<file path="src/hw/rtl/assert_macros.svh">
// assertion macros included by the rtl datapath
`ifndef ASSERT_MACROS_SVH
`define ASSERT_MACROS_SVH
`ifndef ASSERT_OFF
// condition must hold at every clock out of reset
`define ASSERT_ALWAYS(lbl, cond, msg) \
    lbl: assert property (@(posedge clk) disable iff (!rst_n) (cond)) else $error(msg);
// consequent must hold in the same cycle as the antecedent
`define ASSERT_IMPLY(lbl, ante, cons, msg) \
    lbl: assert property (@(posedge clk) disable iff (!rst_n) (ante) |-> (cons)) else $error(msg);
// consequent must hold in the cycle after the antecedent
`define ASSERT_NEXT(lbl, ante, cons, msg) \
    lbl: assert property (@(posedge clk) disable iff (!rst_n) (ante) |=> (cons)) else $error(msg);
`else
`define ASSERT_ALWAYS(lbl, cond, msg)
`define ASSERT_IMPLY(lbl, ante, cons, msg)
`define ASSERT_NEXT(lbl, ante, cons, msg)
`endif
`endif

</file>
<file path="src/hw/rtl/rtr_pkg.sv">
// types, constants and controller/datapath handshake structs for region decode
package rtr_pkg;

    localparam int WORD_W      = 16;
    localparam int MAX_RESULTS = 32;
    localparam int PAIR_W      = $clog2(MAX_RESULTS + 1);
    localparam int EMIT_W      = $clog2(MAX_RESULTS);

    typedef logic signed [WORD_W-1:0] word_t;

    localparam word_t TERM_WORD = 16'sd32767;

    typedef struct packed {
        logic ld_word;     // latch incoming word
        logic first_clr;   // first-line top: set previous top, clear list
        logic first_wr;    // first-line point: append to active list
        logic region_end;  // region terminator
        logic emit_start;
        logic emit_rd;     // read one point pair
        logic emit_ld;     // load output register with one rectangle
        logic top_done;
        logic mrg_rd;      // read active entry at read index
        logic push_word;   // append latched word to merged list
        logic push_rd;     // append read entry to merged list
        logic ri_inc;
        logic merge_done;  // swap banks, merged list becomes active
    } dp_cmd_t;

    typedef struct packed {
        logic word_term;
        logic no_pairs;
        logic last_pair;
        logic ri_lt_ac;
        logic rd_lt_word;
        logic rd_eq_word;
        logic out_free;
    } dp_sts_t;

endpackage

</file>
<file path="src/hw/rtl/rtr_word_if.sv">
// request channel carrying region body words
interface rtr_word_if;
    logic              valid;
    logic              ready;
    rtr_pkg::word_t    region_word;

    modport source (output valid, output region_word, input ready);
    modport sink (input valid, input region_word, output ready);
endinterface

</file>
<file path="src/hw/rtl/rtr_rect_if.sv">
// request channel carrying decoded rectangles
interface rtr_rect_if;
    logic              valid;
    logic              ready;
    rtr_pkg::word_t    rect_top;
    rtr_pkg::word_t    rect_bottom;
    rtr_pkg::word_t    rect_left;
    rtr_pkg::word_t    rect_right;
    logic              last_of_band;
    logic              overflowed;

    modport source (
        output valid, output rect_top, output rect_bottom, output rect_left,
        output rect_right, output last_of_band, output overflowed, input ready
    );
    modport sink (
        input valid, input rect_top, input rect_bottom, input rect_left,
        input rect_right, input last_of_band, input overflowed, output ready
    );
endinterface

</file>
<file path="src/hw/rtl/rtr_datapath.sv">
// point list banks, counters, compare logic and output register
`include "assert_macros.svh"

module rtr_datapath #(
    parameter int MAX_POINTS = 64
) (
    input  logic             clk,
    input  logic             rst_n,
    input  rtr_pkg::dp_cmd_t cmd,
    output rtr_pkg::dp_sts_t sts,
    input  rtr_pkg::word_t   in_word,
    input  logic             out_ready,
    output logic             out_valid,
    output rtr_pkg::word_t   out_top,
    output rtr_pkg::word_t   out_bottom,
    output rtr_pkg::word_t   out_left,
    output rtr_pkg::word_t   out_right,
    output logic             out_last,
    output logic             out_ovf
);

    localparam int CW = $clog2(MAX_POINTS + 1);
    localparam int AW = (MAX_POINTS > 1) ? $clog2(MAX_POINTS) : 1;
    localparam int HW = (CW > rtr_pkg::PAIR_W) ? CW : rtr_pkg::PAIR_W;

    // two banks: one holds the active list, the other collects the merge
    rtr_pkg::word_t mem0 [MAX_POINTS];
    rtr_pkg::word_t mem1 [MAX_POINTS];

    logic [CW-1:0]                  ac_reg;
    logic [CW-1:0]                  mc_reg;
    logic [CW-1:0]                  ri_reg;
    logic [rtr_pkg::EMIT_W-1:0]     ei_reg;
    logic                           ovf_reg;
    logic                           act_bank_reg;
    logic                           out_valid_reg;
    rtr_pkg::word_t                 prev_top_reg;
    rtr_pkg::word_t                 cur_word_reg;
    rtr_pkg::word_t                 rd0_reg;
    rtr_pkg::word_t                 rd1_reg;
    rtr_pkg::word_t                 top_reg;
    rtr_pkg::word_t                 bottom_reg;
    rtr_pkg::word_t                 left_reg;
    rtr_pkg::word_t                 right_reg;
    logic                           last_reg;
    logic                           ovf_out_reg;

    logic                           ac_room;
    logic                           mc_room;
    logic                           push;
    logic                           rd_en;
    logic [AW-1:0]                  ra0;
    logic [AW-1:0]                  ra1;
    logic                           wr_en;
    logic                           wr_bank;
    logic [AW-1:0]                  wr_addr;
    rtr_pkg::word_t                 wr_data;
    logic [HW-1:0]                  half;
    logic [rtr_pkg::PAIR_W-1:0]     npairs;

    assign ac_room = ac_reg < CW'(MAX_POINTS);
    assign mc_room = mc_reg < CW'(MAX_POINTS);
    assign push    = cmd.push_word | cmd.push_rd;
    assign rd_en   = cmd.emit_rd | cmd.mrg_rd;
    assign ra0     = cmd.emit_rd ? AW'({ei_reg, 1'b0}) : ri_reg[AW-1:0];
    assign ra1     = AW'({ei_reg, 1'b1});

    // pairs emitted per band, capped at the result limit
    assign half   = HW'(ac_reg >> 1);
    assign npairs = (half > HW'(rtr_pkg::MAX_RESULTS)) ?
                    rtr_pkg::PAIR_W'(rtr_pkg::MAX_RESULTS) : rtr_pkg::PAIR_W'(half);

    always_comb
    begin
        wr_en   = 1'b0;
        wr_bank = act_bank_reg;
        wr_addr = ac_reg[AW-1:0];
        wr_data = in_word;
        if (cmd.first_wr)
        begin
            wr_en = ac_room;
        end
        else if (push)
        begin
            wr_en   = mc_room;
            wr_bank = ~act_bank_reg;
            wr_addr = mc_reg[AW-1:0];
            wr_data = cmd.push_rd ? rd0_reg : cur_word_reg;
        end
    end

    always_ff @(posedge clk)
    begin
        if (wr_en && !wr_bank)
        begin
            mem0[wr_addr] <= wr_data;
        end
        if (wr_en && wr_bank)
        begin
            mem1[wr_addr] <= wr_data;
        end
        if (rd_en)
        begin
            rd0_reg <= act_bank_reg ? mem1[ra0] : mem0[ra0];
            rd1_reg <= act_bank_reg ? mem1[ra1] : mem0[ra1];
        end
    end

    always_ff @(posedge clk or negedge rst_n)
    begin
        if (!rst_n)
        begin
            ac_reg        <= '0;
            mc_reg        <= '0;
            ri_reg        <= '0;
            ei_reg        <= '0;
            ovf_reg       <= 1'b0;
            act_bank_reg  <= 1'b0;
            out_valid_reg <= 1'b0;
            prev_top_reg  <= '0;
        end
        else
        begin
            if (cmd.first_clr)
            begin
                prev_top_reg <= in_word;
                ac_reg       <= '0;
            end
            if (cmd.first_wr)
            begin
                if (ac_room)
                begin
                    ac_reg <= ac_reg + CW'(1);
                end
                else
                begin
                    ovf_reg <= 1'b1;
                end
            end
            if (cmd.region_end)
            begin
                ac_reg <= '0;
                mc_reg <= '0;
                ri_reg <= '0;
            end
            if (cmd.emit_start)
            begin
                ei_reg <= '0;
            end
            if (cmd.emit_ld)
            begin
                ei_reg <= ei_reg + rtr_pkg::EMIT_W'(1);
            end
            if (cmd.top_done)
            begin
                prev_top_reg <= cur_word_reg;
                mc_reg       <= '0;
                ri_reg       <= '0;
            end
            if (push)
            begin
                if (mc_room)
                begin
                    mc_reg <= mc_reg + CW'(1);
                end
                else
                begin
                    ovf_reg <= 1'b1;
                end
            end
            if (cmd.ri_inc)
            begin
                ri_reg <= ri_reg + CW'(1);
            end
            if (cmd.merge_done)
            begin
                act_bank_reg <= ~act_bank_reg;
                ac_reg       <= mc_reg;
                mc_reg       <= '0;
                ri_reg       <= '0;
            end
            if (cmd.emit_ld)
            begin
                out_valid_reg <= 1'b1;
            end
            else if (out_ready)
            begin
                out_valid_reg <= 1'b0;
            end
        end
    end

    always_ff @(posedge clk)
    begin
        if (cmd.ld_word)
        begin
            cur_word_reg <= in_word;
        end
        if (cmd.emit_ld)
        begin
            top_reg     <= prev_top_reg;
            bottom_reg  <= cur_word_reg;
            left_reg    <= rd0_reg;
            right_reg   <= rd1_reg;
            last_reg    <= sts.last_pair;
            ovf_out_reg <= ovf_reg;
        end
    end

    assign sts.word_term  = in_word == rtr_pkg::TERM_WORD;
    assign sts.no_pairs   = npairs == '0;
    assign sts.last_pair  = (rtr_pkg::PAIR_W'(ei_reg) + rtr_pkg::PAIR_W'(1)) == npairs;
    assign sts.ri_lt_ac   = ri_reg < ac_reg;
    assign sts.rd_lt_word = rd0_reg < cur_word_reg;
    assign sts.rd_eq_word = rd0_reg == cur_word_reg;
    assign sts.out_free   = !out_valid_reg || out_ready;

    assign out_valid  = out_valid_reg;
    assign out_top    = top_reg;
    assign out_bottom = bottom_reg;
    assign out_left   = left_reg;
    assign out_right  = right_reg;
    assign out_last   = last_reg;
    assign out_ovf    = ovf_out_reg;

    `ASSERT_ALWAYS(a_ac_bound, ac_reg <= CW'(MAX_POINTS), "active count past capacity")
    `ASSERT_ALWAYS(a_ri_bound, ri_reg <= ac_reg, "read index past active count")
    `ASSERT_NEXT(a_ovf_sticky, ovf_reg, ovf_reg, "overflow flag cleared")
    `ASSERT_IMPLY(a_emit_free, cmd.emit_ld, !out_valid_reg || out_ready, "rectangle overwritten")

endmodule

</file>
<file path="src/hw/rtl/rtr_controller.sv">
// sequencer for scanline parsing, rectangle emission and list merge
module rtr_controller (
    input  logic             clk,
    input  logic             rst_n,
    input  logic             in_valid,
    output logic             in_ready,
    input  rtr_pkg::dp_sts_t sts,
    output rtr_pkg::dp_cmd_t cmd
);

    typedef enum logic [9:0] {
        S_TOP_FIRST = 10'b00_0000_0001,
        S_PTS_FIRST = 10'b00_0000_0010,
        S_TOP       = 10'b00_0000_0100,
        S_MERGE     = 10'b00_0000_1000,
        S_EMIT_RD   = 10'b00_0001_0000,
        S_EMIT_WR   = 10'b00_0010_0000,
        S_MRG_RD    = 10'b00_0100_0000,
        S_MRG_CMP   = 10'b00_1000_0000,
        S_FLUSH_RD  = 10'b01_0000_0000,
        S_FLUSH_WR  = 10'b10_0000_0000
    } state_t;

    state_t state_reg;
    state_t state_next;

    assign in_ready = state_reg inside {S_TOP_FIRST, S_PTS_FIRST, S_TOP, S_MERGE};

    always_comb
    begin
        state_next = state_reg;
        cmd        = '0;
        case (state_reg)
            S_TOP_FIRST:
            begin
                // terminator here is an empty region
                if (in_valid && !sts.word_term)
                begin
                    cmd.first_clr = 1'b1;
                    state_next    = S_PTS_FIRST;
                end
            end
            S_PTS_FIRST:
            begin
                if (in_valid)
                begin
                    if (sts.word_term)
                    begin
                        state_next = S_TOP;
                    end
                    else
                    begin
                        cmd.first_wr = 1'b1;
                    end
                end
            end
            S_TOP:
            begin
                if (in_valid)
                begin
                    if (sts.word_term)
                    begin
                        cmd.region_end = 1'b1;
                        state_next     = S_TOP_FIRST;
                    end
                    else
                    begin
                        cmd.ld_word    = 1'b1;
                        cmd.emit_start = 1'b1;
                        state_next     = S_EMIT_RD;
                    end
                end
            end
            S_EMIT_RD:
            begin
                if (sts.no_pairs)
                begin
                    cmd.top_done = 1'b1;
                    state_next   = S_MERGE;
                end
                else
                begin
                    cmd.emit_rd = 1'b1;
                    state_next  = S_EMIT_WR;
                end
            end
            S_EMIT_WR:
            begin
                if (sts.out_free)
                begin
                    cmd.emit_ld = 1'b1;
                    if (sts.last_pair)
                    begin
                        cmd.top_done = 1'b1;
                        state_next   = S_MERGE;
                    end
                    else
                    begin
                        state_next = S_EMIT_RD;
                    end
                end
            end
            S_MERGE:
            begin
                if (in_valid)
                begin
                    if (sts.word_term)
                    begin
                        state_next = S_FLUSH_RD;
                    end
                    else
                    begin
                        cmd.ld_word = 1'b1;
                        state_next  = S_MRG_RD;
                    end
                end
            end
            S_MRG_RD:
            begin
                if (sts.ri_lt_ac)
                begin
                    cmd.mrg_rd = 1'b1;
                    state_next = S_MRG_CMP;
                end
                else
                begin
                    cmd.push_word = 1'b1;
                    state_next    = S_MERGE;
                end
            end
            S_MRG_CMP:
            begin
                if (sts.rd_lt_word)
                begin
                    cmd.push_rd = 1'b1;
                    cmd.ri_inc  = 1'b1;
                    state_next  = S_MRG_RD;
                end
                else if (sts.rd_eq_word)
                begin
                    // equal points cancel
                    cmd.ri_inc = 1'b1;
                    state_next = S_MERGE;
                end
                else
                begin
                    cmd.push_word = 1'b1;
                    state_next    = S_MERGE;
                end
            end
            S_FLUSH_RD:
            begin
                if (sts.ri_lt_ac)
                begin
                    cmd.mrg_rd = 1'b1;
                    state_next = S_FLUSH_WR;
                end
                else
                begin
                    cmd.merge_done = 1'b1;
                    state_next     = S_TOP;
                end
            end
            S_FLUSH_WR:
            begin
                cmd.push_rd = 1'b1;
                cmd.ri_inc  = 1'b1;
                state_next  = S_FLUSH_RD;
            end
            default:
            begin
                state_next = S_TOP_FIRST;
            end
        endcase
    end

    always_ff @(posedge clk or negedge rst_n)
    begin
        if (!rst_n)
        begin
            state_reg <= S_TOP_FIRST;
        end
        else
        begin
            state_reg <= state_next;
        end
    end

endmodule

</file>
<file path="src/hw/rtl/region_to_rectangles.sv">
// Region body decoder: turns scanline inversion points into rectangles.
// Input channel "region" takes one signed 16-bit word per request: for each
// scanline a top word, its sorted inversion points and a 32767 terminator;
// a 32767 in the top position ends the region.
// Output channel "rects" gives one rectangle per request, with last_of_band
// on the final rectangle of a band and the sticky overflowed flag.
// Controller states, named without the S_ prefix, that each word passes through:
//   first-line top or point: TOP_FIRST or PTS_FIRST
//   later top: TOP, EMIT_RD+EMIT_WR per pair (up to 32) or EMIT_RD, plus stalls
//   merge point: MERGE+MRG_RD, MRG_CMP+MRG_RD per lower entry, MRG_CMP if compared
//   merge terminator: MERGE+FLUSH_RD, FLUSH_WR+FLUSH_RD per leftover active entry
// A rectangle is held in an output register; while the receiver stalls the
// band emission waits on that register and no new word is taken.
// Reset clears the counters, the overflow flag and the parse state; the
// block is ready for a first-line top word in the cycle after reset.
module region_to_rectangles #(
    parameter int MAX_POINTS = 64
) (
    input  logic       clk,
    input  logic       rst_n,
    rtr_word_if.sink   region,
    rtr_rect_if.source rects
);

    rtr_pkg::dp_cmd_t cmd;
    rtr_pkg::dp_sts_t sts;
    logic             in_ready;

    rtr_controller u_ctrl (
        .clk      (clk),
        .rst_n    (rst_n),
        .in_valid (region.valid),
        .in_ready (in_ready),
        .sts      (sts),
        .cmd      (cmd)
    );

    rtr_datapath #(
        .MAX_POINTS (MAX_POINTS)
    ) u_dp (
        .clk        (clk),
        .rst_n      (rst_n),
        .cmd        (cmd),
        .sts        (sts),
        .in_word    (region.region_word),
        .out_ready  (rects.ready),
        .out_valid  (rects.valid),
        .out_top    (rects.rect_top),
        .out_bottom (rects.rect_bottom),
        .out_left   (rects.rect_left),
        .out_right  (rects.rect_right),
        .out_last   (rects.last_of_band),
        .out_ovf    (rects.overflowed)
    );

    assign region.ready = in_ready;

endmodule
</file>
<file path="src/flat_wrapper.sv">
// flat-port wrapper written by rule: the top's interface ports become plain ports
module region_to_rectangles_flat 
#(
    parameter int MAX_POINTS = 64
)
  (clk, rst_n, region_valid, region_region_word, region_ready, rects_valid, rects_rect_top, rects_rect_bottom, rects_rect_left, rects_rect_right, rects_last_of_band, rects_overflowed, rects_ready);
  rtr_word_if region_i ();
  rtr_rect_if rects_i ();
  input  logic clk;
  input  logic rst_n;
  input wire logic [$bits(region_i.valid)-1:0] region_valid;
  input wire logic [$bits(region_i.region_word)-1:0] region_region_word;
  output wire logic [$bits(region_i.ready)-1:0] region_ready;
  output wire logic [$bits(rects_i.valid)-1:0] rects_valid;
  output wire logic [$bits(rects_i.rect_top)-1:0] rects_rect_top;
  output wire logic [$bits(rects_i.rect_bottom)-1:0] rects_rect_bottom;
  output wire logic [$bits(rects_i.rect_left)-1:0] rects_rect_left;
  output wire logic [$bits(rects_i.rect_right)-1:0] rects_rect_right;
  output wire logic [$bits(rects_i.last_of_band)-1:0] rects_last_of_band;
  output wire logic [$bits(rects_i.overflowed)-1:0] rects_overflowed;
  input wire logic [$bits(rects_i.ready)-1:0] rects_ready;
  assign region_i.valid = region_valid;
  assign region_i.region_word = region_region_word;
  assign region_ready = region_i.ready;
  assign rects_valid = rects_i.valid;
  assign rects_rect_top = rects_i.rect_top;
  assign rects_rect_bottom = rects_i.rect_bottom;
  assign rects_rect_left = rects_i.rect_left;
  assign rects_rect_right = rects_i.rect_right;
  assign rects_last_of_band = rects_i.last_of_band;
  assign rects_overflowed = rects_i.overflowed;
  assign rects_i.ready = rects_ready;
  region_to_rectangles #(.MAX_POINTS(MAX_POINTS)) u_core (.clk(clk), .rst_n(rst_n), .region(region_i), .rects(rects_i));
endmodule
</file>
<file path="config.mk">
export PLATFORM = sky130hd
export DESIGN_NAME = region_to_rectangles_flat
export DESIGN_NICKNAME = d
export VERILOG_FILES = /design/src/hw/rtl/rtr_pkg.sv /design/src/hw/rtl/rtr_word_if.sv /design/src/hw/rtl/rtr_rect_if.sv /design/src/hw/rtl/rtr_datapath.sv /design/src/hw/rtl/rtr_controller.sv /design/src/hw/rtl/region_to_rectangles.sv /design/src/flat_wrapper.sv
export VERILOG_INCLUDE_DIRS = /design/src /design/src/hw/rtl
export SDC_FILE = /design/constraint.sdc
export NUM_CORES = 2
export LEC_CHECK = 0
export ABC_AREA = 0
export BUFFER_PORTS_ARGS = -buffer_cell sky130_fd_sc_hd__buf_2
export CAP_MARGIN = 20
export CORE_ASPECT_RATIO = 1.2
export CORE_MARGIN = 5
export CORE_UTILIZATION = 50
export CTS_BUF_LIST = sky130_fd_sc_hd__clkbuf_8
export CTS_CLUSTER_DIAMETER = 100
export DETAILED_ROUTE_END_ITERATION = 8
export PLACE_DENSITY = 0.68
export SKIP_LAST_GASP = 1
export SLEW_MARGIN = 20
export SYNTH_ARGS = -nofsm -noshare
export SYNTH_HDL_FRONTEND = slang
export SYNTH_SLANG_ARGS = --single-unit
</file>
<file path="constraint.sdc">
create_clock -name clk -period 12.8 [get_ports clk]
set_input_delay 1.28 -clock clk [delete_from_list [all_inputs] [get_ports clk]]
set_output_delay 1.28 -clock clk [all_outputs]
set_load 0.01 [all_outputs]
</file>
Word level (Yosys, flattened, before mapping)
Memories as Yosys holds them, arrays and structs flattened.
Cells that the tools add are included.
{"block": "classes", "add_sub_neg": 5, "order_cmp": 5, "n_eq_ne": 19, "n_mux": 82, "n_bitwise": 3, "n_reduce_logical": 16}
{"op": "16-bit 2-to-1 mux", "n": 7}
{"op": "7-bit 2-to-1 mux", "n": 15}
{"op": "10-bit one-hot mux with 10 select lines", "n": 1}
{"op": "10-bit 2-to-1 mux", "n": 7}
{"op": "1-bit 2-to-1 mux", "n": 35}
{"op": "6-bit 2-to-1 mux", "n": 5}
{"op": "7-bit by 1-bit adder with 7-bit output (second input constant)", "n": 3}
{"op": "5-bit 2-to-1 mux", "n": 4}
{"op": "16-bit == test", "n": 1}
{"op": "16-bit == test (second input constant)", "n": 1}
{"op": "16-bit < comparator", "n": 1}
{"op": "7-bit < comparator (second input constant)", "n": 2}
{"op": "10-bit by 1-bit == test with 1-bit output (second input constant)", "n": 1}
{"op": "10-bit == test (second input constant)", "n": 1}
{"op": "10-bit by 2-bit == test with 1-bit output (second input constant)", "n": 1}
{"op": "10-bit by 3-bit == test with 1-bit output (second input constant)", "n": 1}
{"op": "10-bit by 4-bit == test with 1-bit output (second input constant)", "n": 1}
{"op": "10-bit by 5-bit == test with 1-bit output (second input constant)", "n": 1}
{"op": "10-bit by 6-bit == test with 1-bit output (second input constant)", "n": 1}
{"op": "10-bit by 7-bit == test with 1-bit output (second input constant)", "n": 1}
{"op": "10-bit by 8-bit == test with 1-bit output (second input constant)", "n": 1}
{"op": "10-bit by 9-bit == test with 1-bit output (second input constant)", "n": 1}
{"op": "9-bit 2-to-1 mux", "n": 1}
{"op": "8-bit 2-to-1 mux", "n": 1}
{"op": "20 further kinds", "n": 36}
{"block": "totals", "reg_bits": 169, "ramBits": 2048, "in_bits": 20, "out_inout_bits": 68, "mem_count": 2}
{"name": "u_core.u_dp.mem0", "words": 64, "width": 16, "read_ports": 2, "rd_ports_with_merged_regs": 0, "wr": 1, "line_no": "rtr_datapath.sv:27", "source": "rtr_pkg::word_t mem0 [MAX_POINTS];"}
{"name": "u_core.u_dp.mem1", "words": 64, "width": 16, "read_ports": 2, "rd_ports_with_merged_regs": 0, "wr": 1, "line_no": "rtr_datapath.sv:28", "source": "rtr_pkg::word_t mem1 [MAX_POINTS];"}

Logic depth before layout (Yosys ltp)
{"block": "depth", "ltp_word": 11, "depth_mapped": 15, "mapped_depth_nobuf": 11}

By module
A second synthesis with hierarchy kept.
{"block": "unflattened", "hier_cells": 5929, "area_unflattened_um2": 102722.3}
{"mod": "rtr_datapath", "n_inst": 1, "cells_each": 5829, "area_each_um2": 101924.0, "seq_area_each_um2": 66048.3}
{"mod": "rtr_controller", "n_inst": 1, "cells_each": 100, "area_each_um2": 798.3, "seq_area_each_um2": 251.5}

Worst setup path before layout
Ideal clock, no wire load.
{"block": "synth_path", "path_kind": "register to register", "start": "register u_core.u_dp.rd0_reg[15]", "end": "memory u_core.u_dp.mem0[0][14] (netlist name) (data pin)", "t_arrival_ns": 10.315, "path_slack_ns": 0.691, "path_stages_with_launch": 9, "synth_period_minus_slack_ns": 12.109, "cell_sequence": "edfxtp_1 ha_1 nand3_1 or3_1 o21bai_1 a41oi_1 o21ai_1 clkbuf_1 o311ai_0"}
{"block": "synth_between", "elab_chain_cells": 7, "elab_cells_between_ends": 11, "classes_between": "order compare: 1; eq/ne: 1; mux: 8; bitwise: 1"}
{"element": "from (decl)", "line_no": "rtr_datapath.sv:39", "source": "rtr_pkg::word_t rd0_reg;"}
{"element": "from (signal assigned)", "line_no": "rtr_datapath.sv:104", "source": "rd0_reg <= act_bank_reg ? mem1[ra0] : mem0[ra0];"}
{"element": "parallel branches: the longest is 5 deep, another holds 16-bit < comparator"}
{"element": "16-bit 2-to-1 mux (*)", "line_no": "rtr_datapath.sv:83", "source": "else if (push)"}
{"element": "16-bit 2-to-1 mux (*)", "line_no": "rtr_datapath.sv:79", "source": "if (cmd.first_wr)"}
{"element": "via u_core.u_dp.wr_data[14]", "line_no": "rtr_datapath.sv:57", "source": "rtr_pkg::word_t wr_data;"}
{"element": "to (decl)", "line_no": "rtr_datapath.sv:27"}
Mark *: on every way through the listed nets, which the timed path passes.

Final worst setup path
{"block": "layout_path", "start": "register u_core.u_ctrl.state_reg[6]", "end": "register u_core.u_dp.rd0_reg[13] (data pin)"}
{"block": "layout_between", "elab_chain_cells": 5, "elab_cells_between_ends": 6, "classes_between": "eq/ne: 1; mux: 3; memory: 2"}
{"element": "from (decl)", "line_no": "rtr_controller.sv:24", "source": "state_t state_reg;"}
{"element": "from (signal assigned)", "line_no": "rtr_controller.sv:185", "source": "state_reg <= state_next;"}
{"element": "10-bit by 5-bit == test with 1-bit output (*)", "line_no": "rtr_controller.sv:33", "source": "case (state_reg)"}
{"element": "1-bit 2-to-1 mux (*)", "line_no": "rtr_controller.sv:33"}
{"element": "6-bit 2-to-1 mux (*)", "line_no": "rtr_datapath.sv:65", "source": "assign ra0 = cmd.emit_rd ? AW'({ei_reg, 1'b0}) : ri_reg[AW-1:0];"}
{"element": "memory read 64 x 16 bit (on tied branches)"}
{"element": "16-bit 2-to-1 mux (*)", "line_no": "rtr_datapath.sv:104"}
Every way passes the cells marked *; elsewhere a longest branch is shown, timed or not.
A chain may end at the register's enable or synchronous reset.

==> impl_metrics.toml <==
[status]
status = "complete, no violations"

[cells_and_area]
layout-drive-gt1-share_pct = 22.5
largestRegisters = "u_core.u_dp.mem0 (1024), u_core.u_dp.mem1 (1024)"
nets = 6121
n_fill_cell = 14915
syn2layout_area_growth_pct = 11.1
fin_area_um2 = 108000
instances_no_fill = 8918

[pwr]
pwr-share-comb_pct = 9.1
seq_power_share_pct = 54.0
swShare_pct = 24.8
p_leak_uw = 0.0333
power_density_nw_per_um2 = 139
irDropWorstVdd_mv = 0.110
switching_power_uw = 3740
internal-power_uw = 11300
pwr-share-clk_pct = 36.9

[floorplan]
chipHeight_um = 494
coreArea_um2 = 194000
fp-row-count = 177
io_pins = 88
start_util_pct = 50.3
dieWidth_um = 413
dieArea_um2 = 204000

[placed_design]
dpl_cell_area_um2 = 102000
numPortBuffers = 87
hpwlAfterDp_um = 194000
dp_cells = 8326
gp_congestion = 1.01

[logic_synthesis]
synth_seq_cells = 2217
synth_largest_area_cell = "edfxtp_1"
ys_types = 88
synth_edf_count = 2162
ys_seq_area_share_pct = 67.9
async_reset_ff_share_pct = 2.48
synthesis.area_um2 = 97700
synth_area_leaders = "edfxtp_1 66%, mux4_2 11%, mux2i_1 3.9%, o221ai_1 2.5%, nor2_1 1.8%"
synth_warnings = 0
synth_top_area_share_pct = 66.5
synth_ff_type = "edfxtp_1"
synth_cells = 5841
postSynthAreaPerCell_um2 = 16.7
synthesis.nets = 5887

[setup_path]
critPathArrivalTime_ps = 7450
crit_start = "u_core.u_ctrl.state_reg[6]"
reg2reg_depth = 11
criticalPathCategory = "flop to flop"
reg2reg_from = "u_core.u_ctrl.state_reg[6]"
required_ps = 13670
end_kind = "flop"
r2r_end = "u_core.u_dp.rd0_reg[13]"
start_kind = "flop"
crit_fanout = 63
reg2reg_setup_slack_ps = 6210

[sta]
worstMarginPinSlew_ps = 1240
layout_min_cycle_time_ps = 6590
hold_violations = 0
slew_violations = 0
fin_worst_skew_ps = 75.0
clock.fmax_mhz = 152
setup_viol = 0
fin_crit_sh_pct = 51.5
rsz0062_at_grt = "false"
relSlewSlack_pct = 15.4
worst_hold_slack_ps = 407
tns_ps = 0

[run]
drv_cap = 0

[global_route]
grt_pass1_vias = 60717
grt_max_degree = 122
grtUsageTotal_pct = 30.8
grt_pass1_wl_um = 450000
grt_antenna_before_repair = 27
grt_overflow = 0

[clock_network]
insertion_delay_ps = 1080
cts_setup_buffers = 0
root_buffer = "clkbuf_8"
cts_tree = "yes"
clockBufferDepth = 4
clock-sinks = 2217
h-tree-depth = 5
ctsHoldBuffers = 0
cts-resized-gates = 0
cts_inserted_buffers = 340
path_clk_slew_ps = 70

[route]
vias = 62566
via_per_inst = 7.02
wl_um = 320000
wl_per_cell_um = 35.8
ant_nets = 0
dr.pass1.iters = 8
drtIter0Drc = 9660
drc_errors = 0

[worst_hold_path]
hp-class = "input pin to async pin"
## cell families after synthesis
logic type               Yosys count  synth area share, %
buffers and inverters            476                 2.01
AND/OR/NAND/NOR                  871                 3.94
AO/OA/AOI/OAI                   1345                 10.1
XOR/XNOR                          11               0.0987
multiplexers                     895                 15.6
flip-flops                      2217                 67.9
adder cells (fa/ha/maj)           26                0.333
## Yosys cell counts (all sizes together) (63+ instances only)
library cell and n:
a211oi 113, a21oi 189, a22oi 63, a2bb2oi 79, buf 187, clkbuf 252, edfxtp 2162, mux2i 378
mux4 498, nand2 181, nor2 471, o21ai 145, o221ai 275, o22a 69, o22ai 139
## placed cells by master, fill, tap and decap left out, types with 69 or more instances in the layout
| cell type | count |
|---|---|
| nand2_1 | 180 |
| o22a_1 | 69 |
| a2bb2oi_1 | 79 |
| buf_2 | 87 |
| edfxtp_1 | 2162 |
| nor2_1 | 385 |
| mux2i_1 | 375 |
| a21oi_1 | 174 |
| inv_1 | 123 |
| buf_4 | 232 |
| o22ai_1 | 139 |
| o221ai_1 | 275 |
| mux4_2 | 498 |
| o21ai_0 | 133 |
| clkbuf_8 | 352 |
| clkinv_1 | 81 |
| a211oi_1 | 111 |
## how the worst max path moves through the flow
| stage | slack (ps) | cells after the start | end |
|---|---|---|---|
| floorplan | 690 | 8 | u_core.u_dp.mem0[0][14] |
| finish | 6210 | 11 | u_core.u_dp.rd0_reg[13] |
| global route | 6330 | 11 | u_core.u_dp.rd0_reg[13] |
| detailed placement | 6670 | 11 | u_core.u_dp.rd0_reg[13] |
| CTS | 6580 | 11 | u_core.u_dp.rd0_reg[13] |
| global placement | 6770 | 9 | u_core.u_dp.rd0_reg[3] |
## metrics by stage
step,utilization [%],setup WS (ps),power [uW]
floorplan,-,691,9120
global placement,52.7,6770,9580
detailed placement,52.7,6670,9600
CTS,55.9,6580,15000
global route,55.9,6330,15500
finish,55.9,6210,15000
## power groups by stage
stage               Combinational, uW  Clock [uW]  Sequential [uW]
CTS                              1340        5590             8120
detailed placement               1340           0             8270
global placement                 1320           0             8260
finish                           1370        5560             8120
floorplan                         872           0             8250
global route                     1430        5940             8120
## routing by layer
metal  wire (um)  vias up  global-route usage, %
li1            -    24953                      -
met3       40200      908                   8.99
met2      146000     4749                   46.7
met5         211        -                      0
met4       21400       18                   17.4
met1      112000    31938                   40.2
## critical path: stages, from the launching register on
cell and delay (ps):
dfrtp_1 450, or4_1 640, nor3_2 450, nand2_1 670, a21oi_4 380, buf_4 690
buf_4 800, o22ai_1 230, o21a_1 230, a2111oi_0 960, a311oi_2 440, a21oi_1 270
## final cells by class
type / count / area, um^2 / area share [%]
inverter: 37 / 139 / 0.128
tap: 2595 / 3250 / 2.99
multi-input combinational: 3148 / 30200 / 27.8
clock inverter: 231 / 1330 / 1.22
antenna: 7 / 17.5 / 0.0161
clock buffer: 352 / 4840 / 4.47
timing repair buffer: 331 / 2400 / 2.22
sequential: 2217 / 66300 / 61.2
Note: power is estimated with default switching activity, not from simulation.
